File: src/rtl/pbcf_pkg.sv
`timescale 1ns / 1ps
// ----------------------------------------------------------------------------
// pbcf_pkg
// Shared types and constants of the parallel byte capture FIFO.
// ----------------------------------------------------------------------------
package pbcf_pkg;

  // Operation carried in the slave-side tuser
  typedef enum logic [1:0] {
    OP_SAMPLE = 2'd0,
    OP_READ   = 2'd1,
    OP_CLEAR  = 2'd2,
    OP_NONE   = 2'd3
  } op_e;

  // Command kinds passed from the front end to the back end
  typedef enum logic [1:0] {
    CMD_STATUS = 2'd0,
    CMD_EDGE   = 2'd1,
    CMD_READ   = 2'd2,
    CMD_CLEAR  = 2'd3
  } cmd_kind_e;

  // Back-end sequencer states
  typedef enum logic {
    BK_IDLE = 1'b0,
    BK_READ = 1'b1
  } back_state_e;

  // Configuration register indexes
  localparam logic [1:0] CFG_PIN_MAP  = 2'd0;
  localparam logic [1:0] CFG_CAPACITY = 2'd1;
  localparam logic [1:0] CFG_ENABLE   = 2'd2;

  // Pin mapping constants
  localparam logic [7:0] PIN_UNUSED = 8'd255;
  localparam logic [7:0] LOW_PINS   = 8'd32;
  localparam logic [7:0] TOTAL_PINS = 8'd40;

  // Reset values of the configuration registers
  localparam logic [63:0] PIN_MAP_RESET  = 64'hFFFF_FFFF_FFFF_FFFF;
  localparam logic [10:0] CAPACITY_RESET = 11'd1024;

  // Field widths
  localparam int unsigned CNT_W   = 32;
  localparam int unsigned AVAIL_W = 11;
  localparam int unsigned RCNT_W  = 7;

  // Command queue depth
  localparam int unsigned QDEPTH = 2;

  typedef struct packed {
    cmd_kind_e         kind;
    logic [7:0]        data;
    logic [RCNT_W-1:0] count;
  } cmd_t;

  typedef struct packed {
    logic [7:0]         read_byte;
    logic               byte_valid;
    logic               last;
    logic [AVAIL_W-1:0] available;
    logic               buffer_is_full;
    logic [CNT_W-1:0]   captured_total;
    logic [CNT_W-1:0]   edges_total;
    logic [CNT_W-1:0]   overflow_total;
  } res_t;

endpackage

File: src/rtl/pbcf_front.sv
`timescale 1ns / 1ps
// ----------------------------------------------------------------------------
// pbcf_front
// Accepts input items, detects pixel clock edges, gathers the mapped pins
// into a byte and issues one command per item to the command queue.
// ----------------------------------------------------------------------------
module pbcf_front (
  input  logic                clk_i,
  input  logic                rst_ni,
  input  logic                valid_i,
  output logic                ready_o,
  input  logic [1:0]          op_i,
  input  logic                pclk_level_i,
  input  logic [31:0]         gpio_low_i,
  input  logic [7:0]          gpio_high_i,
  input  logic [6:0]          read_count_i,
  input  logic [63:0]         pin_map_i,
  input  logic                capture_enable_i,
  output logic                cmd_valid_o,
  input  logic                cmd_ready_i,
  output pbcf_pkg::cmd_t      cmd_o
);
  import pbcf_pkg::*;

  logic       prev_level_q, prev_level_d;
  logic [7:0] gathered;
  logic       accept;
  op_e        op;

  assign op          = op_e'(op_i);
  assign ready_o     = cmd_ready_i;
  assign cmd_valid_o = valid_i;
  assign accept      = valid_i && cmd_ready_i;

  // Gather the eight mapped pins; unused or out-of-range indexes give 0
  always_comb begin
    logic [7:0] pin;
    gathered = '0;
    for (int k = 0; k < 8; k++) begin
      pin = pin_map_i[8*k +: 8];
      if (pin < LOW_PINS) begin
        gathered[k] = gpio_low_i[pin[4:0]];
      end else if (pin < TOTAL_PINS) begin
        gathered[k] = gpio_high_i[pin[2:0]];
      end
    end
  end

  // Classify the item
  always_comb begin
    cmd_o.data  = gathered;
    cmd_o.count = read_count_i;
    case (op)
      OP_SAMPLE: begin
        if (capture_enable_i && pclk_level_i && !prev_level_q) begin
          cmd_o.kind = CMD_EDGE;
        end else begin
          cmd_o.kind = CMD_STATUS;
        end
      end
      OP_READ:  cmd_o.kind = CMD_READ;
      OP_CLEAR: cmd_o.kind = CMD_CLEAR;
      default:  cmd_o.kind = CMD_STATUS;
    endcase
  end

  // Track the last pixel clock level seen by a sample item
  always_comb begin
    prev_level_d = prev_level_q;
    if (accept && op == OP_SAMPLE) begin
      prev_level_d = pclk_level_i;
    end
  end

  always_ff @(posedge clk_i or negedge rst_ni) begin
    if (!rst_ni) begin
      prev_level_q <= 1'b0;
    end else begin
      prev_level_q <= prev_level_d;
    end
  end

endmodule

File: config.mk
export PLATFORM = sky130hd
export DESIGN_NAME = pbcf_front
export DESIGN_NICKNAME = d
export VERILOG_FILES = /design/src/rtl/pbcf_pkg.sv /design/src/rtl/pbcf_front.sv
export SDC_FILE = /design/constraint.sdc
export NUM_CORES = 1
export LEC_CHECK = 0
export ABC_AREA = 1
export BUFFER_PORTS_ARGS = -buffer_cell sky130_fd_sc_hd__buf_2
export CAP_MARGIN = 20
export CELL_PAD_IN_SITES_DETAIL_PLACEMENT = 2
export CELL_PAD_IN_SITES_GLOBAL_PLACEMENT = 2
export CORE_ASPECT_RATIO = 1.4
export CORE_MARGIN = 2
export CORE_UTILIZATION = 20
export DETAILED_ROUTE_END_ITERATION = 8
export GPL_ROUTABILITY_DRIVEN = 0
export GPL_TIMING_DRIVEN = 1
export PLACE_DENSITY_LB_ADDON = 0.1
export SETUP_SLACK_MARGIN = 0.02
export SYNTH_ARGS = -nofsm -noshare
export SYNTH_HDL_FRONTEND = slang
export SYNTH_SLANG_ARGS = --single-unit
File: constraint.sdc
create_clock -name clk_i -period 1.6 [get_ports clk_i]
set_input_delay 0.48 -clock clk_i [delete_from_list [all_inputs] [get_ports clk_i]]
set_output_delay 0.48 -clock clk_i [all_outputs]
set_load 0.1 [all_outputs]
==> metrics.txt <==
status=finished with violations; violated checks=negative setup slack; met1 GRT Util=34.1%; Starting Density=20.5%; final hold slack=0.258 ns; slowest stage cell on the critical path=buf_12; Pwr Total=around 2.4 mW; fin crit share=139%; final slew viol count=0; largest net degree at the start of global routing=22; die height=162 microns; global routing's busiest layer=met2; worst setup margin=-0.616 ns; Cell Pwr Density=326 nW/um^2; input/output buffers=123; Vias/cell=between 5 and 6; reg-to-reg endpoint=prev_level_q; leading post-synthesis cells by cell area=nand2_1 (35%), nand3_1 (33%), buf_2 (6.3%); Die Width=about 120 microns; DIE AREA=18900 sq um; register area share after synthesis=0.702%; syn_nets=910; initial antenna violation count=0; Slew HR=between 70% and 80%; max cap viols=0; r2r setup slk=0.81 ns; slowest cell delay on critical path=0.16 ns; met2 Use GR=47.8%; Setup violations, final=9; wire per inst=around 23 microns; routed vias=between 6000 and 7000; Startpoint Class=input port; crit end category=output port; GRT overflow=0; netlist area before placement=between 3000 and 4000 sq um; RSZ-0062 raised after global routing=yes; core area=17400 sq um; first-pass GRT wire length=40.4 mm; Largest regs=prev_level_q: 1 flops; fin crit period=2.22 ns; DP HPWL=17.8 mm; antenna diode count=0; Max FO, Critical Path=8; Post-Synthesis Cells=approximately 800; worst path cell trace=buf_8 > buf_12 > inv_12 > buf_12 > nand2_2 > nand3_1 > nand3_1 > nand2_2 > nand2_2 > nand3_2 > nand3_4 > nand2_8 > buf_12; #FFs+latches synth=1; cell taking the most area after synthesis=nand2_1; DRC=0; Synth cell types=19; clock-pin slew on the worst setup and hold paths=0 ns; met3 global-route usage=roughly 3.5%; Fmax=451 MHz; number of global-route vias before repair=7188; Reg2Reg Depth=1; share of the synthesized area in the top cell type=35.3%; maximum vdd drop=0.281 mV; largest register by flop count=prev_level_q; mean area per synthesized cell=4.51 sq um; Final ANT Viol Nets=0; design area=7300 sq um; DRT iter0 DRCs=355; WP data required=1.12 ns; Least-Margin Pin Slew=0.337 ns; worst path arrival time=1.74 ns; Final Hold Viols=0; max reg flops=1; nets=1092; Reg2Reg Launch Point=prev_level_q; worst setup path class=input port to output port; clock skew=0 ns; Post-Route WL=28.1 mm; # fillers=2108; total track usage=27.6%; fraction of layout cells with a size suffix above 1=49.0%; row count=57; yosys warns=0; Area Overhead vs Synth=105%; 1st-pass router iterations=5; clock latency on the worst-skew pair=0 ns; Ports=roughly 140; Hold WC Path Type=input port to asynchronous set/reset pin; LEAKAGE=3.49 nW; area post-placement=around 5800 sq um; Hold Buf Count CTS=0
==> stage by stage <==
stage                     worst slack (ns)  instances  util [%]  TNS (ns)
after floorplan                     -0.421        790         -     -1.95
after global routing                -0.661       1206      42.0     -4.89
after detailed placement            -0.685       1175      33.1     -5.03
final                               -0.616       1206      42.0     -4.39
after CTS                           -0.538       1203      38.2     -4.12
after global placement              -0.574       1175      33.1     -4.52
==> final cells by class <==
class                           count  area [sq um]  share of cell area (%)
Tap cell                          236           295                    4.04
Sequential cell                     1          25.0                   0.343
Inverter                           44           313                    4.28
Timing Repair Buffer              247          2670                    36.6
Multi-Input combinational cell    670          3890                    53.3
Timing Repair inverter              8           110                    1.51
==> worst max path at each step <==
stage / startpoint / to / slack, ns / cells past startpoint
after floorplan: op_i[1] / cmd_o[15] / -0.42 / 4
after global placement: pin_map_i[0] / cmd_o[7] / -0.57 / 11
after detailed placement: pin_map_i[0] / cmd_o[7] / -0.69 / 11
after CTS: pin_map_i[56] / cmd_o[14] / -0.54 / 10
after global routing: pin_map_i[56] / cmd_o[14] / -0.66 / 13
final: pin_map_i[56] / cmd_o[14] / -0.62 / 13
==> cells in the mapped netlist <==
cell type,count
nand2_1,335
nand3_1,235
buf_2,45
nor2_1,35
o21ai_0,30
inv_1,28
buf_4,18
a21oi_1,8
clkinv_1,8
inv_2,8
o211ai_1,8
o221ai_1,8
or2_2,8
buf_1,7
clkbuf_1,5
dfrtp_1,1
ha_1,1
mux2_2,1
o32ai_1,1
==> logic make-up after synthesis <==
logic type	count (synthesis)	share of synthesized area [%]
buffers and inverters	119	16.0
flip-flops	1	0.702
AO/OA/AOI/OAI	55	9.23
multiplexers	1	0.316
adder cells (fa/ha/maj)	1	0.351
AND/OR/NAND/NOR	613	73.4
==> report_power, final <==
group	internal (mW)	leakage (nW)	switching, mW	total, mW
Combinational	0.995	3.48	1.34	2.34
Clock	0	0	0	0
Sequential	0.0314	0.0120	0.00624	0.0376
==> placed cells by master, fill, tap and decap left out, types with 5 or more instances in the layout <==
cell type  count
a21oi_2        7
buf_12        54
buf_16         9
buf_2         85
buf_4         72
buf_6         16
buf_8          7
clkinv_2       5
clkinv_8       6
inv_1         25
inv_12         5
nand2_1      264
nand2_2       60
nand2_4        6
nand2_8        5
nand3_1      133
nand3_2       98
nor2_1        32
o211ai_1       8
o21ai_0       13
o21ai_1       13
o221ai_1       6
or2_2          8
==> per-layer routing <==
layer | vias to the layer above | routed length, microns
li1 | 2953 | -
met2 | 346 | 14000
met5 | - | 0
met3 | 95 | 2050
met4 | 0 | 1550
met1 | 3243 | 10500
==> timing repair <==
action | 4_1_cts | 5_1_grt
cloned | 16 | 4
endpoints found under the setup margin | 10 | 9
buffers inserted | 12 | 0
pin swaps | 69 | 107
gates resized for setup | 151 | 156
==> critical path, delay by kind of cell <==
family | cells | cell delay [ns]
buf+inv | 5 | 0.58
simple gates | 8 | 0.66
Note: power is estimated with default switching activity, not from simulation.
