`src/rtl/pbcf_pkg.sv`:
```
`timescale 1ns / 1ps
// ----------------------------------------------------------------------------
// pbcf_pkg
// Shared types and constants of the parallel byte capture FIFO.
// ----------------------------------------------------------------------------
package pbcf_pkg;

  // Operation carried in the slave-side tuser
  typedef enum logic [1:0] {
    OP_SAMPLE = 2'd0,
    OP_READ   = 2'd1,
    OP_CLEAR  = 2'd2,
    OP_NONE   = 2'd3
  } op_e;

  // Command kinds passed from the front end to the back end
  typedef enum logic [1:0] {
    CMD_STATUS = 2'd0,
    CMD_EDGE   = 2'd1,
    CMD_READ   = 2'd2,
    CMD_CLEAR  = 2'd3
  } cmd_kind_e;

  // Back-end sequencer states
  typedef enum logic {
    BK_IDLE = 1'b0,
    BK_READ = 1'b1
  } back_state_e;

  // Configuration register indexes
  localparam logic [1:0] CFG_PIN_MAP  = 2'd0;
  localparam logic [1:0] CFG_CAPACITY = 2'd1;
  localparam logic [1:0] CFG_ENABLE   = 2'd2;

  // Pin mapping constants
  localparam logic [7:0] PIN_UNUSED = 8'd255;
  localparam logic [7:0] LOW_PINS   = 8'd32;
  localparam logic [7:0] TOTAL_PINS = 8'd40;

  // Reset values of the configuration registers
  localparam logic [63:0] PIN_MAP_RESET  = 64'hFFFF_FFFF_FFFF_FFFF;
  localparam logic [10:0] CAPACITY_RESET = 11'd1024;

  // Field widths
  localparam int unsigned CNT_W   = 32;
  localparam int unsigned AVAIL_W = 11;
  localparam int unsigned RCNT_W  = 7;

  // Command queue depth
  localparam int unsigned QDEPTH = 2;

  typedef struct packed {
    cmd_kind_e         kind;
    logic [7:0]        data;
    logic [RCNT_W-1:0] count;
  } cmd_t;

  typedef struct packed {
    logic [7:0]         read_byte;
    logic               byte_valid;
    logic               last;
    logic [AVAIL_W-1:0] available;
    logic               buffer_is_full;
    logic [CNT_W-1:0]   captured_total;
    logic [CNT_W-1:0]   edges_total;
    logic [CNT_W-1:0]   overflow_total;
  } res_t;

endpackage

```
`src/rtl/pbcf_cmd_q.sv`:
```
`timescale 1ns / 1ps
// ----------------------------------------------------------------------------
// pbcf_cmd_q
// Short command queue between the front end and the back end.
// ----------------------------------------------------------------------------
module pbcf_cmd_q (
  input  logic           clk_i,
  input  logic           rst_ni,
  input  logic           push_valid_i,
  output logic           push_ready_o,
  input  pbcf_pkg::cmd_t push_cmd_i,
  output logic           pop_valid_o,
  input  logic           pop_ready_i,
  output pbcf_pkg::cmd_t pop_cmd_o
);
  import pbcf_pkg::*;

  localparam int unsigned PTR_W = $clog2(QDEPTH);
  localparam int unsigned CNT_QW = $clog2(QDEPTH + 1);

  cmd_t              slots_q [QDEPTH];
  logic [PTR_W-1:0]  wr_ptr_q, wr_ptr_d;
  logic [PTR_W-1:0]  rd_ptr_q, rd_ptr_d;
  logic [CNT_QW-1:0] cnt_q, cnt_d;
  logic              push, pop;

  assign push_ready_o = (cnt_q != CNT_QW'(QDEPTH));
  assign pop_valid_o  = (cnt_q != '0);
  assign pop_cmd_o    = slots_q[rd_ptr_q];
  assign push         = push_valid_i && push_ready_o;
  assign pop          = pop_valid_o && pop_ready_i;

  // Advance pointers and fill count
  always_comb begin
    wr_ptr_d = wr_ptr_q;
    rd_ptr_d = rd_ptr_q;
    cnt_d    = cnt_q;
    if (push) begin
      wr_ptr_d = (wr_ptr_q == PTR_W'(QDEPTH - 1)) ? '0 : wr_ptr_q + PTR_W'(1);
    end
    if (pop) begin
      rd_ptr_d = (rd_ptr_q == PTR_W'(QDEPTH - 1)) ? '0 : rd_ptr_q + PTR_W'(1);
    end
    if (push && !pop) begin
      cnt_d = cnt_q + CNT_QW'(1);
    end else if (pop && !push) begin
      cnt_d = cnt_q - CNT_QW'(1);
    end
  end

  always_ff @(posedge clk_i or negedge rst_ni) begin
    if (!rst_ni) begin
      wr_ptr_q <= '0;
      rd_ptr_q <= '0;
      cnt_q    <= '0;
    end else begin
      wr_ptr_q <= wr_ptr_d;
      rd_ptr_q <= rd_ptr_d;
      cnt_q    <= cnt_d;
    end
  end

  // Hold payload
  always_ff @(posedge clk_i) begin
    if (push) begin
      slots_q[wr_ptr_q] <= push_cmd_i;
    end
  end

endmodule

```
`config.mk`:
```
export PLATFORM = sky130hd
export DESIGN_NAME = pbcf_cmd_q
export DESIGN_NICKNAME = d
export VERILOG_FILES = /design/src/rtl/pbcf_pkg.sv /design/src/rtl/pbcf_cmd_q.sv
export SDC_FILE = /design/constraint.sdc
export NUM_CORES = 1
export LEC_CHECK = 0
export ABC_AREA = 1
export BUFFER_PORTS_ARGS = -buffer_cell sky130_fd_sc_hd__buf_2
export CAP_MARGIN = 25
export CORE_MARGIN = 2
export CORE_UTILIZATION = 35
export CTS_BUF_LIST = sky130_fd_sc_hd__clkbuf_16
export CTS_CLUSTER_SIZE = 14
export DETAILED_ROUTE_END_ITERATION = 6
export SLEW_MARGIN = 15
export SYNTH_ARGS = -nofsm -noshare
export SYNTH_HDL_FRONTEND = slang
export SYNTH_SLANG_ARGS = --single-unit
```
`constraint.sdc`:
```
create_clock -name clk_i -period 2.6 [get_ports clk_i]
set_input_delay 0.65 -clock clk_i [delete_from_list [all_inputs] [get_ports clk_i]]
set_output_delay 0.65 -clock clk_i [all_outputs]
set_load 0.03 [all_outputs]
```
==> results.md, run 1 <==
* H-tree Lvls at 2
* Post-Route Skew at 0.004785 ns
* Syn Area/Cell at 12.99 um^2
* Via count at 923
* GPL Wtd Cong at slightly above 0.7
* Boundary pin count at 40
* Drt total wl at 2.483 mm
* Sequential area share after synthesis at 73.74%
* Layout cells sized above 1 at 36.36%
* Clk buf depth at 2
* CTS Buf Count at 5
* Synth unique cells at 17
* Syn. warnings at 0
* Average wire per standard cell at around 12 um
* Root Buffer: clkbuf_16
* Worst slew pin tran at 0.7280 ns
* Fin. Hold Viols at 0
* Latest clock arrival within the worst-skew pair at roughly 0.27 ns
* Die Y at 69.91 um
* P per Cell Area at 1271 mW/mm^2
* Pleak at approximately 0.86 nW
* R2R Path Start: cnt_q[0]
* DRC at 0
* Die width at 69.91 um
* Total negative slack at 0 ns
* PnR worst setup slack at between 0.3 and 0.4 ns
* Slew Limit Fails at 0
* PortBufs at 39
* Crit share post-route at ~85%
* Post-Synthesis Cells at 117
* Number of synthesized register bits at 38
* Final core utilization at between 40% and 50%
* R2R Setup Slk at 1.20 ns
* Worst min-delay path category: primary input to asynchronous set/reset pin
* Post-DP HPWL at 1.821 mm
* Syn-to-layout area delta at 24.94%
* Place WS at 0.6442 ns
* Critical path startpoint: rd_ptr_q
* CP Class: flop to output pin
* Clock Pin Slew Worst Setup and Hold Paths at 0.05 ns
* Initial antenna violation count at 0
* Via/cell ratio at 4.293
* Post-CTS Setup Inserts at 0
* Initial Util at 37.20%
* Critical Path End Type: output pin
* Largest net degree at the start of global routing at 20
* Congestion Overflow GR at 0
* Post-cts gate resize count at 0
* Max VDD drop at approximately 0.51 mV
* Drt pass-1 iters at 4
* Final setup violation count at 0
* Fin crit period at approximately 2.2 ns
* Final instance count without filler cells at ~220
* GRT Overall Usage at 11.56%
* Critical Path RT at between 1.5 and 2 ns
* Max cap viols at 0
* Final #Nets at 186
* Mapped Area at 0.001520 mm^2
* Outcome: complete, no violations
* Post-Place Cells at 207
* Nature of the critical path startpoint: flop
* CTS sink cnt at 38
* Post-Syn Nets at 139
* Die area at ~0.005 mm^2
* # diodes at 0
* Slew margin rel. at 51.46%
* Rows at 23
* Fmax at 0.4527 GHz
* Hold Buf Count CTS at 0
* Vias in the first global route at between 900 and 1,000
* CTS tree: built
* Antenna Nets Post-Route at 0
* Filler cells at 374
* Hold WS at between 0.15 and 0.2 ns
* RSZ-0062 raised after global routing: false
* WP data arrival at 1.56 ns
* Core area at 0.004086 mm^2
* Worst-path fanout max at 19
* First-pass GRT wire length at 4.250 mm
* DRT iter0 DRCs at 50
layout by cell type (no fill, tap or decap), drive strengths merged:
cell    netlist  routed
edfxtp       34      34
buf           2      43
xnor2         1       1
inv           7      10
nand2        61      61
nand3         2       2
xor2          1       1
nand4         1       1
clkbuf        1       5
nor2          2       2
ha            1       1
dfrtp         4       4
path summary, 6_finish.rpt:
kind / to / cells after the start
min in group clk_i: cnt_q[0] / 1
hold / removal: cnt_q[1] / 1
hold reg to reg: cnt_q[0] / 1
max in group asynchronous: rd_ptr_q / 1
setup reg to reg: cnt_q[1] / 9
setup / recovery: pop_cmd_o[8] / 4
metal layers:
metal	wire, um	share of wire (%)	GRT usage [%]	vias to the layer above
li1	-	-	-	477
met1	1093	44	14.10	404
met2	1164	47	18.20	37
met3	199	8.0	4.906	5
met4	26	1.0	4.487	0
met5	0	0	0	-
synthesized netlist by cell type, drive strengths merged:
library cell | instances | area (um^2)
xnor2 | 1 | 8.760
buf | 2 | 31.28
xor2 | 1 | 16.27
inv | 7 | 33.78
edfxtp | 34 | 1021
nand2 | 61 | 259.0
nor2 | 2 | 7.510
dfrtp | 4 | 100.1
clkbuf | 1 | 13.76
nand3 | 2 | 10.01
nand4 | 1 | 6.260
ha | 1 | 12.51
where the power goes:
group / switching (mW) / internal (mW) / total, mW
Sequential: 0.101 / 0.842 / 0.943
Combinational: 0.656 / 0.274 / 0.930
Clock: 0.197 / 0.343 / 0.541
Total: 0.954 / 1.46 / 2.41
critical path, stage by stage, from the launching register on:
cell     delay, ns
dfrtp_1       0.81
inv_8         0.14
nand2_1       0.10
nand2_1       0.06
buf_2         0.17
sequential cells by signal (all words and copies together), names as in the netlist:
name and cells:
slots_q 34, rd_ptr_q 1, cnt_q 2, wr_ptr_q 1
final cells by class:
cell class              instances  area, um^2  area share [%]
flip-flops and latches         38        1121           59.03
multi-input cells              69       320.3           16.86
repair buffers                 43       225.2           11.86
clock buffers                   5       125.1           6.588
well taps                      50       62.56           3.294
inverters                       7       33.78           1.779
clock inverters                 3       11.26          0.5929
cell families after synthesis:
logic type,Yosys count,synth area share (%)
buffers and inverters,10,5.185
flip-flops,38,73.75
AND/OR/NAND/NOR,66,18.60
adder cells (fa/ha/maj),1,0.8229
XOR/XNOR,2,1.646
stage by stage:
step                      instance area [um^2]  power, mW
after floorplan                           1520      1.678
after global placement                    1763      1.886
after detailed placement                  1763      1.902
after CTS                                 1899      2.448
after global routing                      1899      2.577
final                                     1899      2.414
No activity file was read; power rests on OpenSTA's default activity.
==> inputs of run 2 (changes only) <==
Clock period 2.6 ns to 1.82 ns, I/O delays scaled along.
==> run 2 against run 1 <==
Final area rose by 1.4%. Sequential share of layout area down 0.78 points. Combinational power grew 53%. Highest routed layer unchanged. Power is 46% higher. Routed wire length up 7.1%.
==> results.md, run 2 (same netlist as run 1, synthesis figures left out) <==
* Latest clock arrival within the worst-skew pair at 0.28 ns (about the same)
* Core area at 0.004086 mm^2 (unchanged)
* Critical Path End Type: output pin
* First-pass GRT wire length at 4.119 mm (-3.1%)
* Post-DP HPWL at 1.908 mm (+4.7%)
* GPL Wtd Cong at 0.7464 (+3.5%)
* DRT iter0 DRCs at 97 (+94%)
* Nature of the critical path startpoint: flop
* Root Buffer: clkbuf_16
* Final setup violation count at 0 (unchanged)
* Initial Util at 37.20% (unchanged)
* Post-Route Skew at 0.004263 ns (-0.0005221 ns)
* Most frequent cells in the layout: nand2_1 (53), buf_2 (39), edfxtp_1 (34)
* Congestion Overflow GR at 0 (unchanged)
* Commonest non-fill, non-tap cell in the layout: nand2_1
* Post-CTS Setup Inserts at 0 (unchanged)
* Fin crit period at 1.710 ns
* WP data arrival at 1.26 ns (-0.30 ns)
* Worst-path fanout max at 8 (-11)
* Slew Limit Fails at 0 (unchanged)
* Worst slew pin tran at 0.1691 ns (-0.5590 ns)
* Max cap viols at 0 (unchanged)
* Die width at 69.91 um (unchanged)
* Vias in the first global route at 938 (-0.21%)
* Most flop-heavy register: slots_q
* DRC at 0 (unchanged)
* CTS sink cnt at 38 (unchanged)
* Outcome: complete, no violations
* CTS tree: built
* Max VDD drop at 0.8892 mV (+76%)
* Initial antenna violation count at 0 (unchanged)
* Die Y at 69.91 um (unchanged)
* Largest net degree at the start of global routing at 19 (-5.0%)
* Final #Nets at 189 (+1.6%)
* Max reg flops at 34 (unchanged)
* CTS Buf Count at 5 (unchanged)
* RSZ-0062 raised after global routing: false
* CP Class: flop to output pin
* Post-route cell area at 0.001927 mm^2 (+1.4%)
* Fmax at 0.5848 GHz
* GRT Overall Usage at 11.11% (-0.45 points)
* H-tree Lvls at 2 (unchanged)
* Boundary pin count at 40 (unchanged)
* Average wire per standard cell at 12.20 um (+5.6%)
* # diodes at 0 (unchanged)
* Layout cells sized above 1 at 38.10% (+1.7 points)
* PortBufs at 39 (unchanged)
* Total negative slack at 0 ns (unchanged)
* Dpl cell area at 0.001778 mm^2 (+0.85%)
* Crit share post-route at 93.96%
* Via/cell ratio at 4.399 (+2.5%)
* Antenna Nets Post-Route at 0 (unchanged)
* Worst min-delay path category: primary input to flop
* Largest registers: slots_q x34, cnt_q x2
* Rows at 23 (unchanged)
* Via count at 959 (+3.9%)
* Die area at 0.004887 mm^2 (unchanged)
* Fin. Hold Viols at 0 (unchanged)
* Pleak at 0.8711 nW (+0.89%)
* Clock Pin Slew Worst Setup and Hold Paths at 0.05 ns (about the same)
* P per Cell Area at 1832 mW/mm^2 (+44%)
* Drt pass-1 iters at 5 (+1)
* Critical Path RT at 1.36 ns (-0.59 ns)
* Syn-to-layout area delta at 26.75%
* Clk buf depth at 2 (unchanged)
* Drt total wl at 2.659 mm (+7.1%)
* Slew margin rel. at 88.73% (+37 points)
## run 2: changes by cell type in the layout (fill, tap and decap cells not counted), sizes merged
cell,delta
dlygate4sd3,+1
inv,-2
buf,+2
clkinv,+2
## run 2: metrics by stage
stage,setup WS (ns),instances,power (mW),hold WS [ns],util [%]
4_1_cts,0.01595,218,3.565,0.3629,47.12
3_5_place_dp,0.3190,209,2.762,0.2699,43.51
6_report,0.1099,218,3.529,0.3669,47.15
2_1_floorplan,0.04781,117,2.397,0.1594,-
5_1_grt,0.06243,218,3.722,0.3650,47.15
3_3_place_gp,0.3468,209,2.727,0.2666,43.51
## run 2: per-layer routing
| layer | part of all wire, % | global-route usage [%] | wire length, um | vias to the layer above |
|---|---|---|---|---|
| met3 | 7.9 | 4.329 | 209 | 2 |
| met2 | 46 | 17.25 | 1217 | 42 |
| li1 | - | - | - | 485 |
| met4 | 1.2 | 4.487 | 31 | 0 |
| met5 | 0 | 0 | 0 | - |
| met1 | 45 | 13.92 | 1200 | 430 |
## run 2: critical path, cell delays in order (launching register included)
cell and delay [ns]:
dfrtp_2 0.45, buf_4 0.19, nand2_1 0.06, nand2_1 0.08, buf_2 0.20
## run 2: cell type report
class / count / area [um^2]
clock inverter: 3 / 12.51
inverter: 7 / 33.78
timing repair buffer: 46 / 250.2
clock buffer: 5 / 125.1
multi-input combinational: 69 / 320.3
fill: 375 / 2160
sequential: 38 / 1122
tap: 50 / 62.56
## run 2: path summary, 6_finish.rpt
kind / from / endpoint / cells after the start / slack (ns)
setup / recovery: rd_ptr_q / pop_cmd_o[1] / 4 / 0.11
hold / removal: push_cmd_i[16] / slots_q[1][16] / 1 / 0.37
setup reg to reg: cnt_q[0] / cnt_q[1] / 9 / 0.45
hold reg to reg: cnt_q[0] / cnt_q[0] / 1 / 0.52
max in group asynchronous: rst_ni / rd_ptr_q / 2 / 1.16
min in group asynchronous: rst_ni / cnt_q[0] / 2 / 0.52
## run 2: timing repair
item / in CTS / in global routing
gates resized for setup: 0 / 1
setup endpoints to repair: 0 / 14
hold buffers: 1 / 0
hold endpoints to repair: 4 / 0
## run 2: power by group
group | total [mW] | switching, mW | internal (mW)
logic | 1.42 | 1.01 | 0.419
registers | 1.31 | 0.101 | 1.21
clock network | 0.798 | 0.304 | 0.494
total | 3.53 | 1.41 | 2.12
